**src/rtl/bmhq_pkg.sv**
```systemverilog
`timescale 1ns / 1ps
// ----------------------------------------------------------------------------
// bmhq_pkg: shared types and codes of the binary min-heap queue
// Operation and status codes, controller states and the command and status
// bundles between controller and datapath.
// ----------------------------------------------------------------------------
package bmhq_pkg;

  localparam logic [1:0] ACT_INSERT   = 2'd0;
  localparam logic [1:0] ACT_REMOVE   = 2'd1;
  localparam logic [1:0] ACT_CONTAINS = 2'd2;

  localparam logic [1:0] ST_OK    = 2'd0;
  localparam logic [1:0] ST_FULL  = 2'd1;
  localparam logic [1:0] ST_EMPTY = 2'd2;

  typedef enum logic [3:0] {
    S_IDLE,
    S_UP_RD,     // read the parent of the hole
    S_UP_CMP,    // compare with the parent, move it down or place the entry
    S_RM_RD,     // capture the root and read the last entry
    S_RM_LAST,   // capture the last entry
    S_DN_RD,     // read the left child of the hole, or place the entry
    S_DN_R,      // capture the left child, read the right child if any
    S_DN_CMP,    // capture the right child and compare
    S_SR_RD,     // dispatch on the action; a tag search reads its first slot
    S_SR_CMP,
    S_DONE
  } state_t;

  // Commands from the controller to the datapath.
  typedef struct packed {
    logic load;       // capture the input item
    logic rd_parent;  // read parent of pos
    logic rd_root;    // read slot 1
    logic rd_last;    // read slot count
    logic rd_left;    // read slot 2*pos
    logic rd_right;   // read slot 2*pos+1
    logic rd_scan;    // read scan slot
    logic cap_out;    // capture root as the removed minimum
    logic cap_ent;    // capture the read entry as the sifting entry
    logic cap_left;   // capture the read entry as left child
    logic move_par;   // write parent into pos, pos <= parent
    logic move_child; // write the chosen child into pos, pos <= child
    logic place;      // write sifting entry into pos
    logic cnt_inc;
    logic cnt_dec;
    logic scan_next;
    logic set_found;
    logic set_full;
    logic set_empty;
    logic start_up;   // pos <= count + 1
    logic start_dn;   // pos <= 1
    logic start_scan;
  } cmd_t;

  // Status from the datapath to the controller.
  typedef struct packed {
    logic [1:0] action;
    logic       full;
    logic       empty;
    logic       at_root;     // pos is 1
    logic       less_par;    // entry < read parent
    logic       no_child;    // 2*pos > count
    logic       has_right;   // 2*pos < count
    logic       child_less;  // chosen child < entry
    logic       last_one;    // count is 1 before remove
    logic       tag_hit;
    logic       scan_end;    // scan index past count
  } stat_t;

endpackage

```
**src/rtl/bmhq_ctrl.sv**
```systemverilog
`timescale 1ns / 1ps
// ----------------------------------------------------------------------------
// bmhq_ctrl: controller of the binary min-heap queue
// Sequences insert, remove and search over the datapath and runs the
// input and output handshakes.
// ----------------------------------------------------------------------------
module bmhq_ctrl (
  input  logic            clk,
  input  logic            rst_n,
  input  logic            in_valid,
  output logic            in_stall,
  output logic            out_valid,
  input  logic            out_stall,
  input  bmhq_pkg::stat_t st,
  output bmhq_pkg::cmd_t  cmd
);

  bmhq_pkg::state_t state_r, state_nxt;

  always_ff @(posedge clk) begin
    if (!rst_n) begin
      state_r <= bmhq_pkg::S_IDLE;
    end else begin
      state_r <= state_nxt;
    end
  end

  assign in_stall  = (state_r != bmhq_pkg::S_IDLE);
  assign out_valid = (state_r == bmhq_pkg::S_DONE);

  always_comb begin
    cmd       = '0;
    state_nxt = state_r;
    unique case (state_r)
      bmhq_pkg::S_IDLE: begin
        if (in_valid) begin
          cmd.load  = 1'b1;
          state_nxt = bmhq_pkg::S_DONE;
          // Dispatch happens next state on the latched item.
          state_nxt = bmhq_pkg::S_SR_RD;
        end
      end
      bmhq_pkg::S_SR_RD: begin
        // First cycle after capture: dispatch on the action.
        unique case (st.action)
          bmhq_pkg::ACT_INSERT: begin
            if (st.full) begin
              cmd.set_full = 1'b1;
              state_nxt    = bmhq_pkg::S_DONE;
            end else begin
              cmd.start_up = 1'b1;
              cmd.cnt_inc  = 1'b1;
              state_nxt    = bmhq_pkg::S_UP_RD;
            end
          end
          bmhq_pkg::ACT_REMOVE: begin
            if (st.empty) begin
              cmd.set_empty = 1'b1;
              state_nxt     = bmhq_pkg::S_DONE;
            end else begin
              cmd.rd_root = 1'b1;
              state_nxt   = bmhq_pkg::S_RM_RD;
            end
          end
          bmhq_pkg::ACT_CONTAINS: begin
            cmd.start_scan = 1'b1;
            cmd.rd_scan    = 1'b1;
            state_nxt      = bmhq_pkg::S_SR_CMP;
          end
          default: state_nxt = bmhq_pkg::S_DONE;
        endcase
      end
      bmhq_pkg::S_UP_RD: begin
        if (st.at_root) begin
          cmd.place = 1'b1;
          state_nxt = bmhq_pkg::S_DONE;
        end else begin
          cmd.rd_parent = 1'b1;
          state_nxt     = bmhq_pkg::S_UP_CMP;
        end
      end
      bmhq_pkg::S_UP_CMP: begin
        if (st.less_par) begin
          cmd.move_par = 1'b1;
          state_nxt    = bmhq_pkg::S_UP_RD;
        end else begin
          cmd.place = 1'b1;
          state_nxt = bmhq_pkg::S_DONE;
        end
      end
      bmhq_pkg::S_RM_RD: begin
        cmd.cap_out = 1'b1;
        cmd.rd_last = 1'b1;
        state_nxt   = bmhq_pkg::S_RM_LAST;
      end
      bmhq_pkg::S_RM_LAST: begin
        cmd.cap_ent  = 1'b1;
        cmd.cnt_dec  = 1'b1;
        cmd.start_dn = 1'b1;
        state_nxt    = st.last_one ? bmhq_pkg::S_DONE : bmhq_pkg::S_DN_RD;
      end
      bmhq_pkg::S_DN_RD: begin
        if (st.no_child) begin
          cmd.place = 1'b1;
          state_nxt = bmhq_pkg::S_DONE;
        end else begin
          cmd.rd_left = 1'b1;
          state_nxt   = bmhq_pkg::S_DN_R;
        end
      end
      bmhq_pkg::S_DN_R: begin
        cmd.cap_left = 1'b1;
        cmd.rd_right = st.has_right;
        state_nxt    = bmhq_pkg::S_DN_CMP;
      end
      bmhq_pkg::S_DN_CMP: begin
        if (st.child_less) begin
          cmd.move_child = 1'b1;
          state_nxt      = bmhq_pkg::S_DN_RD;
        end else begin
          cmd.place = 1'b1;
          state_nxt = bmhq_pkg::S_DONE;
        end
      end
      bmhq_pkg::S_SR_CMP: begin
        if (st.scan_end) begin
          state_nxt = bmhq_pkg::S_DONE;
        end else if (st.tag_hit) begin
          cmd.set_found = 1'b1;
          state_nxt     = bmhq_pkg::S_DONE;
        end else begin
          cmd.scan_next = 1'b1;
          cmd.rd_scan   = 1'b1;
        end
      end
      bmhq_pkg::S_DONE: begin
        if (!out_stall) begin
          state_nxt = bmhq_pkg::S_IDLE;
        end
      end
      default: state_nxt = bmhq_pkg::S_IDLE;
    endcase
  end

endmodule

```
**src/rtl/bmhq_dp.sv**
```systemverilog
`timescale 1ns / 1ps
// ----------------------------------------------------------------------------
// bmhq_dp: datapath of the binary min-heap queue
// Heap memory with one registered read port, slot pointer, entry count,
// comparators and result registers.
// ----------------------------------------------------------------------------
module bmhq_dp #(
  parameter int DEPTH          = 64,
  parameter int PRIORITY_WIDTH = 32,
  parameter int TAG_WIDTH      = 16
) (
  input  logic                          clk,
  input  logic                          rst_n,
  input  logic [1:0]                    in_action,
  input  logic [PRIORITY_WIDTH-1:0]     in_priority_req,
  input  logic [TAG_WIDTH-1:0]          in_tag,
  input  bmhq_pkg::cmd_t                cmd,
  output bmhq_pkg::stat_t               st,
  output logic [1:0]                    status,
  output logic                          found,
  output logic [PRIORITY_WIDTH-1:0]     out_priority,
  output logic [TAG_WIDTH-1:0]          out_tag,
  output logic [$clog2(DEPTH+1)-1:0]    count
);

  localparam int AW = $clog2(DEPTH + 1);   // holds 0..DEPTH
  localparam int MW = $clog2(DEPTH);       // memory index
  localparam int EW = PRIORITY_WIDTH + TAG_WIDTH;

  // Slot s (1-based) lives at memory address s-1.
  logic [EW-1:0] mem [DEPTH];
  logic [EW-1:0] rd_data_r;

  logic [1:0]          act_r;
  logic [EW-1:0]       ent_r;
  logic [EW-1:0]       left_r;
  logic [AW-1:0]       pos_r, cnt_r, scan_r;
  logic [1:0]          status_r;
  logic                found_r;
  logic [PRIORITY_WIDTH-1:0] op_r;
  logic [TAG_WIDTH-1:0]      ot_r;

  logic [AW:0]   lchild;
  logic [AW-1:0] parent;
  logic [AW-1:0] rd_slot;
  logic          rd_en;
  logic [AW-1:0] wr_slot;
  logic [EW-1:0] wr_data;
  logic          wr_en;
  logic [EW-1:0] child;
  logic          right_less;
  logic          has_right_r;

  function automatic logic [PRIORITY_WIDTH-1:0] prio_of(input logic [EW-1:0] e);
    prio_of = e[EW-1:TAG_WIDTH];
  endfunction

  assign lchild = {pos_r, 1'b0};
  assign parent = pos_r >> 1;

  // Right child wins only when strictly smaller than the left.
  assign right_less = has_right_r && (prio_of(rd_data_r) < prio_of(left_r));
  assign child      = right_less ? rd_data_r : left_r;

  always_comb begin
    rd_en   = 1'b1;
    rd_slot = AW'(1);
    priority if (cmd.rd_parent) rd_slot = parent;
    else if (cmd.rd_last)       rd_slot = cnt_r;
    else if (cmd.rd_left)       rd_slot = lchild[AW-1:0];
    else if (cmd.rd_right)      rd_slot = AW'(lchild + 1'b1);
    else if (cmd.rd_scan)       rd_slot = cmd.start_scan ? AW'(1) : AW'(scan_r + 1'b1);
    else if (cmd.rd_root)       rd_slot = AW'(1);
    else                        rd_en   = 1'b0;
  end

  always_comb begin
    wr_en   = cmd.move_par | cmd.move_child | cmd.place;
    wr_slot = pos_r;
    wr_data = ent_r;
    if (cmd.move_par)   wr_data = rd_data_r;
    if (cmd.move_child) wr_data = child;
  end

  always_ff @(posedge clk) begin
    if (rd_en) begin
      rd_data_r <= mem[MW'(rd_slot - 1'b1)];
    end
    if (wr_en) begin
      mem[MW'(wr_slot - 1'b1)] <= wr_data;
    end
  end

  always_ff @(posedge clk) begin
    if (!rst_n) begin
      cnt_r <= '0;
    end else if (cmd.cnt_inc) begin
      cnt_r <= cnt_r + 1'b1;
    end else if (cmd.cnt_dec) begin
      cnt_r <= cnt_r - 1'b1;
    end
  end

  always_ff @(posedge clk) begin
    if (cmd.load) begin
      act_r    <= in_action;
      ent_r    <= {in_priority_req, in_tag};
      status_r <= bmhq_pkg::ST_OK;
      found_r  <= 1'b0;
      op_r     <= '0;
      ot_r     <= '0;
    end
    if (cmd.set_full)  status_r <= bmhq_pkg::ST_FULL;
    if (cmd.set_empty) status_r <= bmhq_pkg::ST_EMPTY;
    if (cmd.set_found) found_r  <= 1'b1;
    if (cmd.cap_out) begin
      op_r <= prio_of(rd_data_r);
      ot_r <= rd_data_r[TAG_WIDTH-1:0];
    end
    if (cmd.cap_ent)  ent_r  <= rd_data_r;
    if (cmd.cap_left) begin
      left_r      <= rd_data_r;
      has_right_r <= cmd.rd_right;
    end
    if (cmd.start_up) pos_r <= AW'(cnt_r + 1'b1);
    if (cmd.start_dn) pos_r <= AW'(1);
    if (cmd.move_par) pos_r <= parent;
    if (cmd.move_child) pos_r <= right_less ? AW'(lchild + 1'b1) : lchild[AW-1:0];
    if (cmd.start_scan) scan_r <= AW'(1);
    if (cmd.scan_next)  scan_r <= AW'(scan_r + 1'b1);
  end

  assign st.action     = act_r;
  assign st.full       = (cnt_r >= AW'(DEPTH));
  assign st.empty      = (cnt_r == '0);
  assign st.at_root    = (pos_r == AW'(1));
  assign st.less_par   = prio_of(ent_r) < prio_of(rd_data_r);
  assign st.no_child   = (lchild > {1'b0, cnt_r});
  assign st.has_right  = (lchild < {1'b0, cnt_r});
  assign st.child_less = prio_of(child) < prio_of(ent_r);
  assign st.last_one   = (cnt_r == AW'(1));
  assign st.tag_hit    = (rd_data_r[TAG_WIDTH-1:0] == ent_r[TAG_WIDTH-1:0]);
  assign st.scan_end   = (scan_r > cnt_r);

  assign status       = status_r;
  assign found        = found_r;
  assign out_priority = op_r;
  assign out_tag      = ot_r;
  assign count        = cnt_r;

endmodule

```
**src/rtl/binary_min_heap_queue.sv**
```systemverilog
`timescale 1ns / 1ps
// Insert climbs the new entry one level at a time and may stop below the root; remove
// ends at once with one entry, else descends the last entry one level at a time and may
// stop above a leaf; contains compares slots until a hit or until all entries are read;
// full, empty and unused codes end at dispatch. Throughput: one item at a time, the next
// one taken only after the result leaves.
// Reset (rst_n low, synchronous) empties the heap; memory contents stay as they are.
// ----------------------------------------------------------------------------
// binary_min_heap_queue: bounded min-heap priority queue
// Insert, remove-minimum and tag search over a 1-based heap held in memory.
// ----------------------------------------------------------------------------
module binary_min_heap_queue #(
  parameter int DEPTH          = 64,
  parameter int PRIORITY_WIDTH = 32,
  parameter int TAG_WIDTH      = 16
) (
  input  logic                          clk,
  input  logic                          rst_n,
  input  logic                          in_valid,
  output logic                          in_stall,
  input  logic [1:0]                    in_action,
  input  logic [PRIORITY_WIDTH-1:0]     in_priority_req,
  input  logic [TAG_WIDTH-1:0]          in_tag,
  output logic                          out_valid,
  input  logic                          out_stall,
  output logic [1:0]                    out_status,
  output logic                          out_found,
  output logic [PRIORITY_WIDTH-1:0]     out_out_priority,
  output logic [TAG_WIDTH-1:0]          out_out_tag,
  output logic [$clog2(DEPTH+1)-1:0]    out_count
);

  localparam int CW = $clog2(DEPTH + 1);

  // The controller walks the heap one memory access per cycle; the
  // datapath owns the memory, the slot pointer and the comparators.
  bmhq_pkg::cmd_t  cmd;
  bmhq_pkg::stat_t st;

  bmhq_ctrl u_ctrl (
    .clk       (clk),
    .rst_n     (rst_n),
    .in_valid  (in_valid),
    .in_stall  (in_stall),
    .out_valid (out_valid),
    .out_stall (out_stall),
    .st        (st),
    .cmd       (cmd)
  );

  bmhq_dp #(
    .DEPTH          (DEPTH),
    .PRIORITY_WIDTH (PRIORITY_WIDTH),
    .TAG_WIDTH      (TAG_WIDTH)
  ) u_dp (
    .clk             (clk),
    .rst_n           (rst_n),
    .in_action       (in_action),
    .in_priority_req (in_priority_req),
    .in_tag          (in_tag),
    .cmd             (cmd),
    .st              (st),
    .status          (out_status),
    .found           (out_found),
    .out_priority    (out_out_priority),
    .out_tag         (out_out_tag),
    .count           (out_count)
  );

  // The entry count never exceeds the capacity.
  a_count_bound: assert property (@(posedge clk) disable iff (!rst_n)
    out_count <= CW'(DEPTH)) else $error("heap count above capacity");

  // A result holds while the receiver stalls it.
  a_out_hold: assert property (@(posedge clk) disable iff (!rst_n)
    out_valid && out_stall |=> out_valid && $stable(out_count))
    else $error("result dropped under stall");

  // No new item is taken while a result is pending.
  a_no_accept: assert property (@(posedge clk) disable iff (!rst_n)
    out_valid |-> in_stall) else $error("item accepted while result pending");

endmodule
```
**config.mk**
```make
export PLATFORM = sky130hd
export DESIGN_NAME = binary_min_heap_queue
export DESIGN_NICKNAME = d
export VERILOG_FILES = /design/src/rtl/bmhq_pkg.sv /design/src/rtl/bmhq_ctrl.sv /design/src/rtl/bmhq_dp.sv /design/src/rtl/binary_min_heap_queue.sv
export SDC_FILE = /design/constraint.sdc
export NUM_CORES = 2
export LEC_CHECK = 0
export BUFFER_PORTS_ARGS = -buffer_cell sky130_fd_sc_hd__buf_4
export CORE_ASPECT_RATIO = 1.25
export CORE_UTILIZATION = 25
export CTS_BUF_LIST = sky130_fd_sc_hd__clkbuf_4
export CTS_CLUSTER_SIZE = 28
export DETAILED_ROUTE_END_ITERATION = 16
export PLACE_DENSITY = 0.37
export SYNTH_ARGS = -nofsm -noshare
export SYNTH_HDL_FRONTEND = slang
export SYNTH_SLANG_ARGS = --single-unit
export TNS_END_PERCENT = 20
```
**constraint.sdc**
```tcl
create_clock -name clk -period 10.6 [get_ports clk]
set_input_delay 2.65 -clock clk [delete_from_list [all_inputs] [get_ports clk]]
set_output_delay 2.65 -clock clk [all_outputs]
set_load 0.005 [all_outputs]
```
# Yosys cells after proc, flatten, opt, wreduce, memory -nomap -nowiden

Memories as Yosys holds them, arrays and structs flattened. A register that Yosys moved wholly into a read port is not among the register bits.
Cells that the tools add are included.

Register bits after elaboration: 175
ROM bits: 0
Memory bits (writable): 3072
Memories: 1
Latch bits: 0

Memories:

| memory   | depth | bits a word | read ports | clocked after memory_dff | wr ports | line          | RTL |
|---|---|---|---|---|---|---|---|
| u_dp.mem | 64    | 48          | 1          | 1                        | 1        | bmhq_dp.sv:31 | `logic [EW-1:0] mem [DEPTH];` |

Equality and inequality tests: 18
Magnitude comparators: 7
Divide/modulo/power cells: 0
Muxes and demuxes: 85
Multiply operators: 0
Shift-type cells: 0
$add $sub $neg: 6
Bitwise operators: 2
Reduce and logical (&&, ||, !) cells: 12

Operators by type and width:

| operator                                                           | number |
|---|---|
| 48-bit two-way mux                                                 | 5 |
| 32-bit less-than comparator                                        | 3 |
| 32-bit two-way mux                                                 | 2 |
| 7-bit two-way mux                                                  | 9 |
| 4-bit two-way mux                                                  | 11 |
| 4-bit case mux with 11 select lines                                | 1 |
| 1-bit two-way mux                                                  | 41 |
| 6-bit two-way mux                                                  | 6 |
| 16-bit two-way mux                                                 | 2 |
| 7-bit by 1-bit adder with 7-bit output, second input constant      | 3 |
| 16-bit == test                                                     | 1 |
| 4-bit by 3-bit == test with 1-bit output, second input constant    | 4 |
| 7-bit by 1-bit == test with 1-bit output, second input constant    | 2 |
| 4-bit == test, second input constant                               | 3 |
| 4-bit case mux with 3 select lines                                 | 1 |
| 6-bit by 1-bit subtractor with 6-bit output, second input constant | 2 |
| 2-bit nonzero test                                                 | 5 |
| 4-bit by 2-bit == test with 1-bit output, second input constant    | 2 |
| 8-bit by 7-bit > comparator with 1-bit output                      | 1 |
| 8-bit by 7-bit less-than comparator with 1-bit output              | 1 |
| 2-bit two-way mux                                                  | 4 |
| 4-bit nonzero test                                                 | 2 |
| 7-bit greater-or-equal comparator, second input constant           | 1 |
| 7-bit > comparator                                                 | 1 |
| other kinds (15)                                                   | 17 |

# Depth between registers and ports, before layout

Word-level depth: 10
Depth in mapped cells: 25
Gate-level depth less buffers: 21

# Hierarchy

A second synthesis with hierarchy kept.

Cells, all modules: 5637
Area, all modules: 129452.9 sq um

By module, submodules not included:

| module    | cells an instance | area an instance (sq um) | times used |
|---|---|---|---|
| bmhq_dp   | 5546              | 128837.3                 | 1 |
| bmhq_ctrl | 91                | 615.6                    | 1 |

# Least setup slack after synthesis

Ideal clock, no wire load.

Path kind: register to register
Start point: register u_dp.rd_data_r[25] (read register of u_dp.mem)
End point: memory u_dp.mem[0][10] (netlist name) (data pin)
Setup time: 0.753 ns
Stages on the path, launching flop included: 25
Arrival: 7.377 ns
Slack: 2.471 ns
Clock period less this slack: 8.129 ns
Path through: edfxtp_1 -> ha_1 -> a21o_1 -> a21o_1 -> a21oi_1 -> nor2_1 -> a311oi_1 -> o21a_1 -> clkbuf_1 -> clkbuf_1 -> nand2_1 -> o21ai_0 -> ha_1 -> a21o_1 -> a21o_1 -> a21o_1 -> a21oi_1 -> o21ai_0 -> nor3_1 -> o211ai_1 -> a211o_1 -> o21a_1 -> clkbuf_1 -> clkbuf_1 -> a222oi_1

Longest elaborated chain between the ends: 7
Elaborated cells between the ends (all ways): 11
Those cells by class: order compare: 3; mux: 7; reduce/logical: 1

RTL lines:

| what                        | line             | RTL |
|---|---|---|
| from (decl)                 | bmhq_dp.sv:32    | `logic [EW-1:0] rd_data_r;` |
| 32-bit less-than comparator | bmhq_dp.sv:62    | `assign right_less = has_right_r && (prio_of(rd_data_r) < prio_of(left_r));` |
| 1-bit logical AND           | bmhq_dp.sv:62    |  |
| 48-bit two-way mux          | bmhq_dp.sv:63    | `assign child = right_less ? rd_data_r : left_r;` |
| 32-bit less-than comparator | bmhq_dp.sv:140   | `assign st.child_less = prio_of(child) < prio_of(ent_r);` |
| 1-bit two-way mux           | bmhq_ctrl.sv:117 | `if (st.child_less) begin` |
| 1-bit two-way mux           | bmhq_ctrl.sv:34  | `unique case (state_r)` |
| 48-bit two-way mux (*)      | bmhq_dp.sv:82    | `if (cmd.move_child) wr_data = child;` |
| via u_dp.wr_data[10]        | bmhq_dp.sv:48    | `logic [EW-1:0] wr_data;` |
| to (decl)                   | bmhq_dp.sv:31    |  |

Mark *: on every way through the listed nets, which the timed path passes. The rest lies on a longest branch.

# Worst setup path in the final report

Start point: register u_dp.rd_data_r[33] (read register of u_dp.mem)
End point: memory u_dp.mem[59][7] (netlist name) (data pin)

Same word-level chain as after synthesis.

==> impl_metrics.toml <==
[status]
outcome = "complete, no violations"

[final_layout]
nNetsFinal = 7388
drive_gt1_frac = 0.330
final_cells = 14722
synthToLayoutAreaGrowth_pct = 16.5
fillers = 51387
fin_util = 0.292
fin_area_mm2 = 0.152

[routing]
dr.pass1.iters = 6
vias_per_cell = 4.86
final_antenna_net_count = 0
drt_iter0_markers = 6529
vias = 71533
wl_per_cell_um = 34.9
drc = 0
wl_mm = 514

[job]
drv_cap = 0

[sta]
worstMarginPinSlew_ns = 1.43
finalHoldViolCount = 0
fmax_ghz = 0.127
maxSlewViolCount = 0
fin_ws_ns = 2.72
maxSlewHeadroom = 0.0455
setup_viol = 0
period_needed_ns = 7.88
fin_crit_sh = 0.743
finalClockSkew_ns = 0.153
hold_ws_ns = 0.459
tns_ns = 0
rsz0062_at_grt = "no"

[die]
rows = 296
initial_utilization = 0.251
die_y_um = 809
dieArea_mm2 = 0.524
die_w_um = 648
io_pins = 114
core_mm2 = 0.520

[power_and_ir_drop]
p_clk_frac = 0.290
p_leak_nw = 48.9
power_frac_comb = 0.270
p_int_mw = 24.7
power_switching_mw = 12.5
seq_power_share = 0.440
swShare = 0.336
power_mw = 37.2
peakVddDrop_v = 0.000165
powerDensity_mw_per_mm2 = 245

[clocking]
cts_sinks = 3295
cts.repair.resized = 0
hold_buffers = 0
clk_pin_slew_ns = 0.07
htree_levels = 6
clk_latency_ns = 1.78
root_buffer = "clkbuf_4"
numCtsBuffers = 828
cts_setup_buffers = 0
clock_path_buffers = 4
cts_tree = "yes"

[critical_path]
cp-start-kind = "register"
worst-setup-path-type = "register to register"
critPathMaxFanout = 64
path_cells = "ha_1 > a21o_1 > a21o_1 > a21oi_1 > o21ai_0 > a21oi_1 > o21a_2 > buf_4 > nand2_1 > o21ai_0 > ha_1 > a21o_1 > a21o_1 > a21o_1 > a21oi_1 > o21ai_0 > nor3_1 > o211ai_1 > a211o_1 > o21a_2 > buf_4 > a222oi_1 > buf_4"
critPathMaxStageDelay_ns = 1.08
crit_top_cell = "a21o_1"
critPathRequiredTime_ns = 11.95
cp_slowest_cell = "a222oi_1"
end_kind = "register"
crit_arrival_ns = 9.23

[synthesis]
synth_area_leader_cell = "edfxtp_1"
synth_seq_cells = 3295
yosys-top-cells-area = "edfxtp_1 76%, mux4_2 13%, mux2i_1 1.3%, ha_1 1.1%, nand2_1 1.0%"
ys.flop_type = "edfxtp_1"
yosysMostFrequentCell = "edfxtp_1"
yosys_warnings = 0
synth_cell_type_count = 75
synth-edff-count = 3281
syn_nets = 6511
synthTopCellsByCount = "3281 x edfxtp_1, 768 x mux4_2, 361 x nand2_1, 199 x clkbuf_1, 179 x o21ai_0"
ys_seq_area_frac = 0.758
syn_inst = 6343
async_flop_share = 0
yosysTopAreaCellShare = 0.756
synthesis.area_mm2 = 0.130
avgSynthCellArea_um2 = 20.5

[global_route]
grt_max_degree = 91
antenna_found_initial = 38
grt.total_usage = 0.192
grt_pass1_wl_mm = 682
grt_pass1_vias = 75042
grt_overflow = 0

[place]
dp_cells = 13244
hpwl_mm = 287
gp_congestion = 0.798
pre_cts_ws_ns = 2.90
place_area_mm2 = 0.142
io_buffers = 113

[min_path]
hold_class = "register to register"
layout make-up:
type	count	area (um2)	share of cell area
antenna	22	55.1	0.000362
tap	6854	8580	0.0565
inverter	161	604	0.00398
clock inverter	273	1400	0.00921
multi-input combinational	2543	30100	0.198
sequential	3295	98800	0.650
clock buffer	1183	8880	0.0585
timing repair buffer	391	3460	0.0228
placed cells by master, fill, tap and decap left out, drive strengths merged, types with 18 or more instances in the layout:
cell and n:
inv 179, nand4 33, mux2 37, xor2 21, clkbuf 1183, edfxtp 3281
a211oi 46, nand3 57, o21ai 207, a22oi 64, ha 114, nor3 21
nor3b 30, a32oi 19, buf 391, mux2i 168, a31oi 48, nor2 156
o21a 26, nor2b 20, clkinv 236, a21oi 43, a222oi 18, a32o 53
nand2 361, diode 22, mux4 768, a2111oi 21, o31ai 29, a21o 30
power groups by stage:
| stage | combinational, mW | sequential, mW | clock [mW] |
|---|---|---|---|
| 2_1_floorplan | 5.76 | 16.5 | 0 |
| 3_3_place_gp | 10.1 | 16.6 | 0 |
| 3_5_place_dp | 10.2 | 16.6 | 0 |
| 4_1_cts | 10.2 | 16.4 | 11.1 |
| 5_1_grt | 10.6 | 16.4 | 11.7 |
| 6_report | 10.0 | 16.4 | 10.8 |
cells by family after synthesis:
family	synth area share
xor gates and xnor gates	0.00255
and+or+nand+nor	0.0253
adders and majority gates	0.0109
buffers and inverters	0.0171
muxes	0.149
AOI/OAI and AO/OA	0.0372
DFF	0.758
layer usage:
metal,vias to the layer above,global-route usage,part of all wire
li1,28690,-,-
met1,39619,0.244,0.41
met2,2511,0.343,0.52
met3,701,0.0265,0.046
met4,12,0.0477,0.022
met5,-,0,0.00016
state kept, by name (all words and copies together) (netlist names), 2 cells and up:
register           count
u_dp.count             7
u_dp.ent_r            48
u_dp.rd_data_r        48
u_ctrl.state_r         4
u_dp.mem            3072
u_dp.pos_r             7
u_dp.out_priority     32
u_dp.act_r             2
u_dp.status            2
u_dp.left_r           48
u_dp.scan_r            7
u_dp.out_tag          16
path summary, 6_finish.rpt:
kind	startpoint	to	slack, ns	cells after the start
worst min register to register	u_dp.status[1]$_SDFFE_PP1P_	u_dp.status[1]$_SDFFE_PP1P_	0.46	2
worst max-delay path	u_dp.rd_data_r[33]$_DFFE_PP_	u_dp.mem[59][7]$_DFFE_PP_	2.72	23
worst min-delay path	u_dp.status[1]$_SDFFE_PP1P_	u_dp.status[1]$_SDFFE_PP1P_	0.46	2
worst max register to register	u_dp.rd_data_r[33]$_DFFE_PP_	u_dp.mem[59][7]$_DFFE_PP_	2.72	23
critical path, delay by kind of cell (launching register included):
kind / cells / cell delay, ns
AO/OA/AOI/OAI: 16 / 4.21
buffers and inverters: 3 / 1.44
flip-flops: 1 / 0.71
adder cells (fa/ha/maj): 2 / 0.64
AND/OR/NAND/NOR: 2 / 0.30
(Power assumes the default switching activity.)
